File: config.mk
export PLATFORM = sky130hd
export DESIGN_NAME = infix_to_postfix_converter_unit
export DESIGN_NICKNAME = d
export VERILOG_FILES = /design/src/rtl/itp_pkg.sv /design/src/rtl/infix_to_postfix_converter_unit.sv
export SDC_FILE = /design/constraint.sdc
export NUM_CORES = 1
export LEC_CHECK = 0
export BUFFER_PORTS_ARGS = -buffer_cell sky130_fd_sc_hd__buf_2
export CAP_MARGIN = 20
export CORE_ASPECT_RATIO = 0.6
export CORE_MARGIN = 8
export CORE_UTILIZATION = 35
export DETAILED_ROUTE_END_ITERATION = 12
export GPL_TIMING_DRIVEN = 0
export SLEW_MARGIN = 0
export SYNTH_ARGS = -nofsm -noshare
export SYNTH_HDL_FRONTEND = slang
export SYNTH_SLANG_ARGS = --single-unit
File: constraint.sdc
create_clock -name aclk -period 5.5 [get_ports aclk]
set_input_delay 1.1 -clock aclk [delete_from_list [all_inputs] [get_ports aclk]]
set_output_delay 1.1 -clock aclk [all_outputs]
set_load 0.01 [all_outputs]
File: src/rtl/itp_pkg.sv
`default_nettype none
// ----------------------------------------------------------------------------
// itp_pkg
// Types, character codes and helper functions for the infix-to-postfix
// converter.
// ----------------------------------------------------------------------------
package itp_pkg;

    localparam int STACK_DEPTH_DEFAULT = 16;

    localparam logic [7:0] CHAR_MUL   = 8'h2A;
    localparam logic [7:0] CHAR_DIV   = 8'h2F;
    localparam logic [7:0] CHAR_ADD   = 8'h2B;
    localparam logic [7:0] CHAR_SUB   = 8'h2D;
    localparam logic [7:0] CHAR_OPEN  = 8'h28;
    localparam logic [7:0] CHAR_CLOSE = 8'h29;
    localparam logic [7:0] CHAR_NUL   = 8'h00;

    typedef enum logic [2:0] {
        KIND_SYMBOL    = 3'd0,
        KIND_INVALID   = 3'd1,
        KIND_OVERFLOW  = 3'd2,
        KIND_UNMATCHED = 3'd3,
        KIND_END       = 3'd4
    } kind_t;

    typedef enum logic [3:0] {
        ST_IDLE,
        ST_DISPATCH,
        ST_OP_READ,
        ST_OP_EVAL,
        ST_PUSH,
        ST_CL_READ,
        ST_CL_EVAL,
        ST_FL_READ,
        ST_FL_EVAL,
        ST_FINISH
    } state_t;

    function automatic logic is_letter(input logic [7:0] c);
        return (c >= 8'h41 && c <= 8'h5A) || (c >= 8'h61 && c <= 8'h7A);
    endfunction

    function automatic logic is_operator(input logic [7:0] c);
        return c == CHAR_MUL || c == CHAR_DIV || c == CHAR_ADD || c == CHAR_SUB;
    endfunction

    function automatic logic is_high_prec(input logic [7:0] c);
        return c == CHAR_MUL || c == CHAR_DIV;
    endfunction

endpackage
`default_nettype wire

File: src/rtl/infix_to_postfix_converter_unit.sv
`default_nettype none
// ----------------------------------------------------------------------------
// infix_to_postfix_converter_unit
// Shunting-yard conversion of an infix character stream to postfix order.
// ----------------------------------------------------------------------------
// One character is taken per input transfer and handled by a small sequencer
// around an operator stack held in a memory with a registered read port.
// A letter or an invalid character is emitted at once and a '(' is pushed.
// An operator pops and emits every stacked operator of equal or higher
// precedence, stops at the first other entry, and is then pushed. A ')' pops
// and emits entries until its '(' is removed, and reports an unmatched ')'
// when no '(' is found. The end of an expression emits every operator
// still on the stack, drops any '(' left there and ends with an end marker;
// stalls on the result channel hold the sequencer. Every result passes
// through a one-entry hold stage so that the last result of a character can
// be marked, and then through the output register. The block is not ready
// for a new character until all results of the previous one are queued.
module infix_to_postfix_converter_unit #(
    parameter int STACK_DEPTH = itp_pkg::STACK_DEPTH_DEFAULT
) (
    input  wire logic       aclk,
    input  wire logic       aresetn,
    input  wire logic       s_valid,
    output logic            s_ready,
    input  wire logic [7:0] s_in_char,
    input  wire logic       s_end_of_expr,
    output logic            m_valid,
    input  wire logic       m_ready,
    output logic [7:0]      m_out_char,
    output logic [2:0]      m_kind,
    output logic            m_last_of_run
);

    localparam int CW = $clog2(STACK_DEPTH + 1);
    localparam int AW = $clog2(STACK_DEPTH);

    logic [7:0] op_stack [STACK_DEPTH];

    itp_pkg::state_t state_reg, state_next;
    logic [CW-1:0]   count_reg, count_next;
    logic [7:0]      char_reg, char_next;
    logic            eod_reg, eod_next;
    logic            hold_valid_reg, hold_valid_next;
    logic [7:0]      hold_char_reg, hold_char_next;
    itp_pkg::kind_t  hold_kind_reg, hold_kind_next;
    logic            out_valid_reg, out_valid_next;
    logic [7:0]      out_char_reg, out_char_next;
    itp_pkg::kind_t  out_kind_reg, out_kind_next;
    logic            out_last_reg, out_last_next;
    logic [7:0]      rd_data_reg;

    logic [CW-1:0]   count_m1;
    logic [AW-1:0]   top_idx;
    logic [AW-1:0]   push_idx;
    logic            count_zero;
    logic            count_full;
    logic            rd_en;
    logic            wr_en;
    logic            out_free;
    logic            can_emit;
    logic            emit_req;
    logic [7:0]      emit_char;
    itp_pkg::kind_t  emit_kind;
    itp_pkg::state_t after_state;

    assign count_m1    = count_reg - CW'(1);
    assign top_idx     = count_m1[AW-1:0];
    assign push_idx    = count_reg[AW-1:0];
    assign count_zero  = (count_reg == '0);
    assign count_full  = (count_reg >= CW'(STACK_DEPTH));
    assign out_free    = !out_valid_reg || m_ready;
    assign can_emit    = !hold_valid_reg || out_free;
    assign after_state = eod_reg ? itp_pkg::ST_FL_READ : itp_pkg::ST_FINISH;

    assign s_ready       = (state_reg == itp_pkg::ST_IDLE);
    assign m_valid       = out_valid_reg;
    assign m_out_char    = out_char_reg;
    assign m_kind        = out_kind_reg;
    assign m_last_of_run = out_last_reg;

    always_ff @(posedge aclk) begin
        if (!aresetn) begin
            state_reg      <= itp_pkg::ST_IDLE;
            count_reg      <= '0;
            hold_valid_reg <= 1'b0;
            out_valid_reg  <= 1'b0;
        end else begin
            state_reg      <= state_next;
            count_reg      <= count_next;
            hold_valid_reg <= hold_valid_next;
            out_valid_reg  <= out_valid_next;
        end
    end

    always_ff @(posedge aclk) begin
        char_reg      <= char_next;
        eod_reg       <= eod_next;
        hold_char_reg <= hold_char_next;
        hold_kind_reg <= hold_kind_next;
        out_char_reg  <= out_char_next;
        out_kind_reg  <= out_kind_next;
        out_last_reg  <= out_last_next;
    end

    always_ff @(posedge aclk) begin
        if (wr_en) begin
            op_stack[push_idx] <= char_reg;
        end
        if (rd_en) begin
            rd_data_reg <= op_stack[top_idx];
        end
    end

    always_comb begin
        state_next      = state_reg;
        count_next      = count_reg;
        char_next       = char_reg;
        eod_next        = eod_reg;
        hold_valid_next = hold_valid_reg;
        hold_char_next  = hold_char_reg;
        hold_kind_next  = hold_kind_reg;
        out_valid_next  = out_valid_reg && !m_ready;
        out_char_next   = out_char_reg;
        out_kind_next   = out_kind_reg;
        out_last_next   = out_last_reg;
        rd_en           = 1'b0;
        wr_en           = 1'b0;
        emit_req        = 1'b0;
        emit_char       = char_reg;
        emit_kind       = itp_pkg::KIND_SYMBOL;

        case (state_reg)
            itp_pkg::ST_IDLE: begin
                if (s_valid) begin
                    char_next  = s_in_char;
                    eod_next   = s_end_of_expr;
                    state_next = itp_pkg::ST_DISPATCH;
                end
            end
            itp_pkg::ST_DISPATCH: begin
                if (itp_pkg::is_letter(char_reg)) begin
                    emit_req = 1'b1;
                    if (can_emit) begin
                        state_next = after_state;
                    end
                end else if (char_reg == itp_pkg::CHAR_OPEN) begin
                    state_next = itp_pkg::ST_PUSH;
                end else if (itp_pkg::is_operator(char_reg)) begin
                    state_next = itp_pkg::ST_OP_READ;
                end else if (char_reg == itp_pkg::CHAR_CLOSE) begin
                    state_next = itp_pkg::ST_CL_READ;
                end else begin
                    emit_req  = 1'b1;
                    emit_kind = itp_pkg::KIND_INVALID;
                    if (can_emit) begin
                        state_next = after_state;
                    end
                end
            end
            itp_pkg::ST_OP_READ: begin
                if (count_zero) begin
                    state_next = itp_pkg::ST_PUSH;
                end else begin
                    rd_en      = 1'b1;
                    state_next = itp_pkg::ST_OP_EVAL;
                end
            end
            itp_pkg::ST_OP_EVAL: begin
                if (itp_pkg::is_operator(rd_data_reg) &&
                    (itp_pkg::is_high_prec(rd_data_reg) ||
                     !itp_pkg::is_high_prec(char_reg))) begin
                    emit_req  = 1'b1;
                    emit_char = rd_data_reg;
                    if (can_emit) begin
                        count_next = count_m1;
                        state_next = itp_pkg::ST_OP_READ;
                    end
                end else begin
                    state_next = itp_pkg::ST_PUSH;
                end
            end
            itp_pkg::ST_PUSH: begin
                if (count_full) begin
                    emit_req  = 1'b1;
                    emit_kind = itp_pkg::KIND_OVERFLOW;
                    if (can_emit) begin
                        state_next = after_state;
                    end
                end else begin
                    wr_en      = 1'b1;
                    count_next = count_reg + CW'(1);
                    state_next = after_state;
                end
            end
            itp_pkg::ST_CL_READ: begin
                if (count_zero) begin
                    emit_req  = 1'b1;
                    emit_kind = itp_pkg::KIND_UNMATCHED;
                    if (can_emit) begin
                        state_next = after_state;
                    end
                end else begin
                    rd_en      = 1'b1;
                    state_next = itp_pkg::ST_CL_EVAL;
                end
            end
            itp_pkg::ST_CL_EVAL: begin
                if (rd_data_reg == itp_pkg::CHAR_OPEN) begin
                    count_next = count_m1;
                    state_next = after_state;
                end else begin
                    emit_req  = 1'b1;
                    emit_char = rd_data_reg;
                    if (can_emit) begin
                        count_next = count_m1;
                        state_next = itp_pkg::ST_CL_READ;
                    end
                end
            end
            itp_pkg::ST_FL_READ: begin
                if (count_zero) begin
                    emit_req  = 1'b1;
                    emit_char = itp_pkg::CHAR_NUL;
                    emit_kind = itp_pkg::KIND_END;
                    if (can_emit) begin
                        state_next = itp_pkg::ST_FINISH;
                    end
                end else begin
                    rd_en      = 1'b1;
                    state_next = itp_pkg::ST_FL_EVAL;
                end
            end
            itp_pkg::ST_FL_EVAL: begin
                if (rd_data_reg == itp_pkg::CHAR_OPEN) begin
                    count_next = count_m1;
                    state_next = itp_pkg::ST_FL_READ;
                end else begin
                    emit_req  = 1'b1;
                    emit_char = rd_data_reg;
                    if (can_emit) begin
                        count_next = count_m1;
                        state_next = itp_pkg::ST_FL_READ;
                    end
                end
            end
            itp_pkg::ST_FINISH: begin
                if (!hold_valid_reg) begin
                    state_next = itp_pkg::ST_IDLE;
                end else if (out_free) begin
                    out_valid_next  = 1'b1;
                    out_char_next   = hold_char_reg;
                    out_kind_next   = hold_kind_reg;
                    out_last_next   = 1'b1;
                    hold_valid_next = 1'b0;
                    state_next      = itp_pkg::ST_IDLE;
                end
            end
            default: begin
                state_next = itp_pkg::ST_IDLE;
            end
        endcase

        // A new result displaces the held one, which is then known not to be
        // the last result of its character.
        if (emit_req && can_emit) begin
            if (hold_valid_reg) begin
                out_valid_next = 1'b1;
                out_char_next  = hold_char_reg;
                out_kind_next  = hold_kind_reg;
                out_last_next  = 1'b0;
            end
            hold_valid_next = 1'b1;
            hold_char_next  = emit_char;
            hold_kind_next  = emit_kind;
        end
    end

endmodule
`default_nettype wire
==> impl_metrics.env <==
export IMPL_status="finished clean"
export IMPL_leakage_nw=2.86
export IMPL_crit_family="buffers and inverters"
export IMPL_reg2reg_setup_slack_ns=1.73
export IMPL_cts_buffers=17
export IMPL_wl_per_cell_um=22.6
export IMPL_vias_per_cell=5.61
export IMPL_dieArea_mm2=0.0275
export IMPL_synth_edf_count=168
export IMPL_syn_area_mm2=0.00781
export IMPL_synth_adder_area_share=0.00801
export IMPL_ctsRootBufferMaster="clkbuf_16"
export IMPL_layout_commonest_cell="edfxtp_1"
export IMPL_timing_fmax_ghz=0.265
export IMPL_grt_max_degree=24
export IMPL_die_x_um=209
export IMPL_cap_violations=0
export IMPL_synth_compound_area_frac=0.0693
export IMPL_cp_required_ns=5.66
export IMPL_finalSetupTns_ns=0
export IMPL_syn_inst=470
export IMPL_layout_common_cells="edfxtp_1 (168), mux4_2 (38), buf_2 (34)"
export IMPL_synth_cell_types=74
export IMPL_final_antenna_net_count=0
export IMPL_cts_tree="built"
export IMPL_cts_hold_buf=0
export IMPL_synthSimpleGateAreaFrac=0.101
export IMPL_antenna_found_initial=1
export IMPL_grt_setup_unrepaired="no"
export IMPL_holdPathStages=1
export IMPL_cp_arrival_ns=3.92
export IMPL_p_per_area_mw_per_mm2=550
export IMPL_vias=4601
export IMPL_portBuffers=26
export IMPL_min_path_type="reg2reg"
export IMPL_path_clk_slew_ns=0.07
export IMPL_wl_mm=18.5
export IMPL_drt_iter0_drc=531
export IMPL_worstSkewPairLatency_ns=0.42
export IMPL_synth_nets=488
export IMPL_reg2reg_from="count_reg[0]"
export IMPL_ff2ff_path_depth=8
export IMPL_core_area_mm2=0.0220
export IMPL_fin_skew_ns=0.00736
export IMPL_endpoint_kind="flip-flop"
export IMPL_slew_violations=0
export IMPL_yosys_warnings=0
export IMPL_start_util=0.356
export IMPL_antenna_cells=0
export IMPL_yosysSeqAreaShare=0.674
export IMPL_fp_row_count=42
export IMPL_die_h_um=132
export IMPL_syn_to_final_growth_pct=14.7
export IMPL_largest_register="op_stack"
export IMPL_cts_htree_levels=4
export IMPL_ctsResizeCount=0
export IMPL_critPathLaunchType="flip-flop"
export IMPL_max_slew_worst_pin_slew_ns=1.05
export IMPL_gr_total_overflow=0
export IMPL_synth_area_mux_share=0.119
export IMPL_hold_viol=0
export IMPL_path_cells="buf_2, buf_4, inv_1, ha_1, clkbuf_1, clkbuf_1, mux4_2, mux4_2"
export IMPL_cp_max_fo=10
export IMPL_drtPass1Iterations=5
export IMPL_ys_async_sr_fraction=0
export IMPL_critPathKind="reg2reg"
export IMPL_synth_seq_cells=179
export IMPL_ir_drop_mv=0.254
export IMPL_slowest_stage="clkbuf_1"
export IMPL_cts_sinks=179
export IMPL_finalCriticalPeriod_ns=3.77
export IMPL_synth_top_family_by_area="multiplexers"
export IMPL_dp_hpwl_mm=12.9
export IMPL_fin_crit_sh=0.685
export IMPL_cts_setup_buffers=0
export IMPL_slew_headroom=0.301
export IMPL_synth_area_per_cell_um2=16.6
export IMPL_grt_use_total=0.135
export IMPL_whs_ns=0.520
export IMPL_r2r_end="rd_data_reg[4]"
export IMPL_largest_reg_flops=128
export IMPL_max_stage_delay_ns=0.65
export IMPL_io_pins=27
export IMPL_grt_pass1_vias=4386
export IMPL_drc=0
export IMPL_drive_gt1_frac=0.249
export IMPL_gp_congestion=0.843
export IMPL_finalSetupViolations=0
export IMPL_worstHoldStart="hold_char_reg[7]"
export IMPL_synth_flop_cell="edfxtp_1"
export IMPL_nets=539
export IMPL_cts_buffer_depth=2
export IMPL_synth_xor_area_share=0.00673
export IMPL_path_buf_inv=5
export IMPL_grt_pass1_wl_mm=27.8
[metrics by stage]
stage | worst slack [ns] | area (µm²) | power [mW] | util | std cells
after floorplan | 2.58 | 7810 | 3.11 | - | 470
after global placement | 1.77 | 8300 | 3.63 | 0.378 | 782
after detailed placement | 1.76 | 8360 | 3.68 | 0.381 | 788
after CTS | 1.75 | 8960 | 4.93 | 0.408 | 820
after global routing | 1.55 | 8960 | 5.14 | 0.408 | 820
final | 1.73 | 8960 | 4.93 | 0.408 | 820
[logic make-up (layout without fill, tap and decap cells)]
group,Yosys count,count (layout)
buffers and inverters,35,99
multiplexers,42,42
AO/OA/AOI/OAI,71,71
XOR/XNOR,6,6
AND/OR/NAND/NOR,132,132
adder cells (fa/ha/maj),5,5
flip-flops,179,179
[synthesized netlist by cell type (all sizes together) (2+ instances only)]
cell / n / share of area
edfxtp: 168 / 0.65
mux4: 40 / 0.12
nor2: 30 / 0.015
nand2: 23 / 0.011
o21ai: 16 / 0.011
and2: 15 / 0.012
clkbuf: 14 / 0.0069
buf: 12 / 0.011
dfxtp: 11 / 0.028
a21oi: 9 / 0.0072
inv: 9 / 0.0043
nand3b: 7 / 0.0067
nor4: 7 / 0.0056
a22o: 6 / 0.0067
nand2b: 6 / 0.0048
nor3: 6 / 0.0053
and3: 5 / 0.0040
ha: 5 / 0.0080
nand3: 5 / 0.0032
nor4b: 5 / 0.0083
o211ai: 5 / 0.0054
xnor2: 5 / 0.0056
a31oi: 4 / 0.0032
o31ai: 4 / 0.0038
or3: 4 / 0.0032
a22oi: 3 / 0.0029
nor3b: 3 / 0.0035
or2: 3 / 0.0024
a21bo: 2 / 0.0026
a21o: 2 / 0.0019
a311oi: 2 / 0.0022
and3b: 2 / 0.0022
mux2i: 2 / 0.0026
nand4b: 2 / 0.0022
nor2b: 2 / 0.0016
o22a: 2 / 0.0022
o22ai: 2 / 0.0024
o2bb2ai: 2 / 0.0022
o32ai: 2 / 0.0032
[worst reg2reg max path: stages (launching register included)]
cell and delay [ns]:
dfxtp_1 0.37, buf_2 0.34, buf_4 0.30, inv_1 0.16, ha_1 0.30, clkbuf_1 0.39
clkbuf_1 0.65, mux4_2 0.48, mux4_2 0.51
[routing by layer]
| layer | vias to the layer above | wire length, µm | global-route usage |
|---|---|---|---|
| li1 | 1995 | - | - |
| met1 | 2366 | 9330 | 0.215 |
| met2 | 231 | 7200 | 0.170 |
| met3 | 9 | 1890 | 0.0465 |
| met4 | 0 | 87 | 0.0254 |
| met5 | - | 0 | 0 |
[where the power goes]
group          internal (mW)  leakage [nW]  switching, mW
Clock                  0.720         0.293          0.537
Sequential              1.78          1.62          0.163
Combinational          0.744         0.954          0.986
[worst max path at each step]
stage,startpoint,end,slack [ns],cells past startpoint
finish,count_reg[0],rd_data_reg[4],1.73,8
global route,count_reg[0],rd_data_reg[4],1.55,8
CTS,count_reg[0],rd_data_reg[4],1.75,8
detailed placement,count_reg[0],rd_data_reg[4],1.76,8
global placement,count_reg[0],rd_data_reg[1],1.77,8
floorplan,count_reg[0],flip-flop,2.58,9
[area by class of cell]
| class | instances | area [µm²] |
|---|---|---|
| fill | 1969 | 13000 |
| sequential | 179 | 5270 |
| multi-input combinational | 256 | 2400 |
| clock buffer | 17 | 425 |
| tap | 286 | 358 |
| clock inverter | 15 | 178 |
| timing repair buffer | 32 | 170 |
| buffer | 26 | 136 |
| inverter | 9 | 33.8 |
Power figures use the tool's default switching activity.
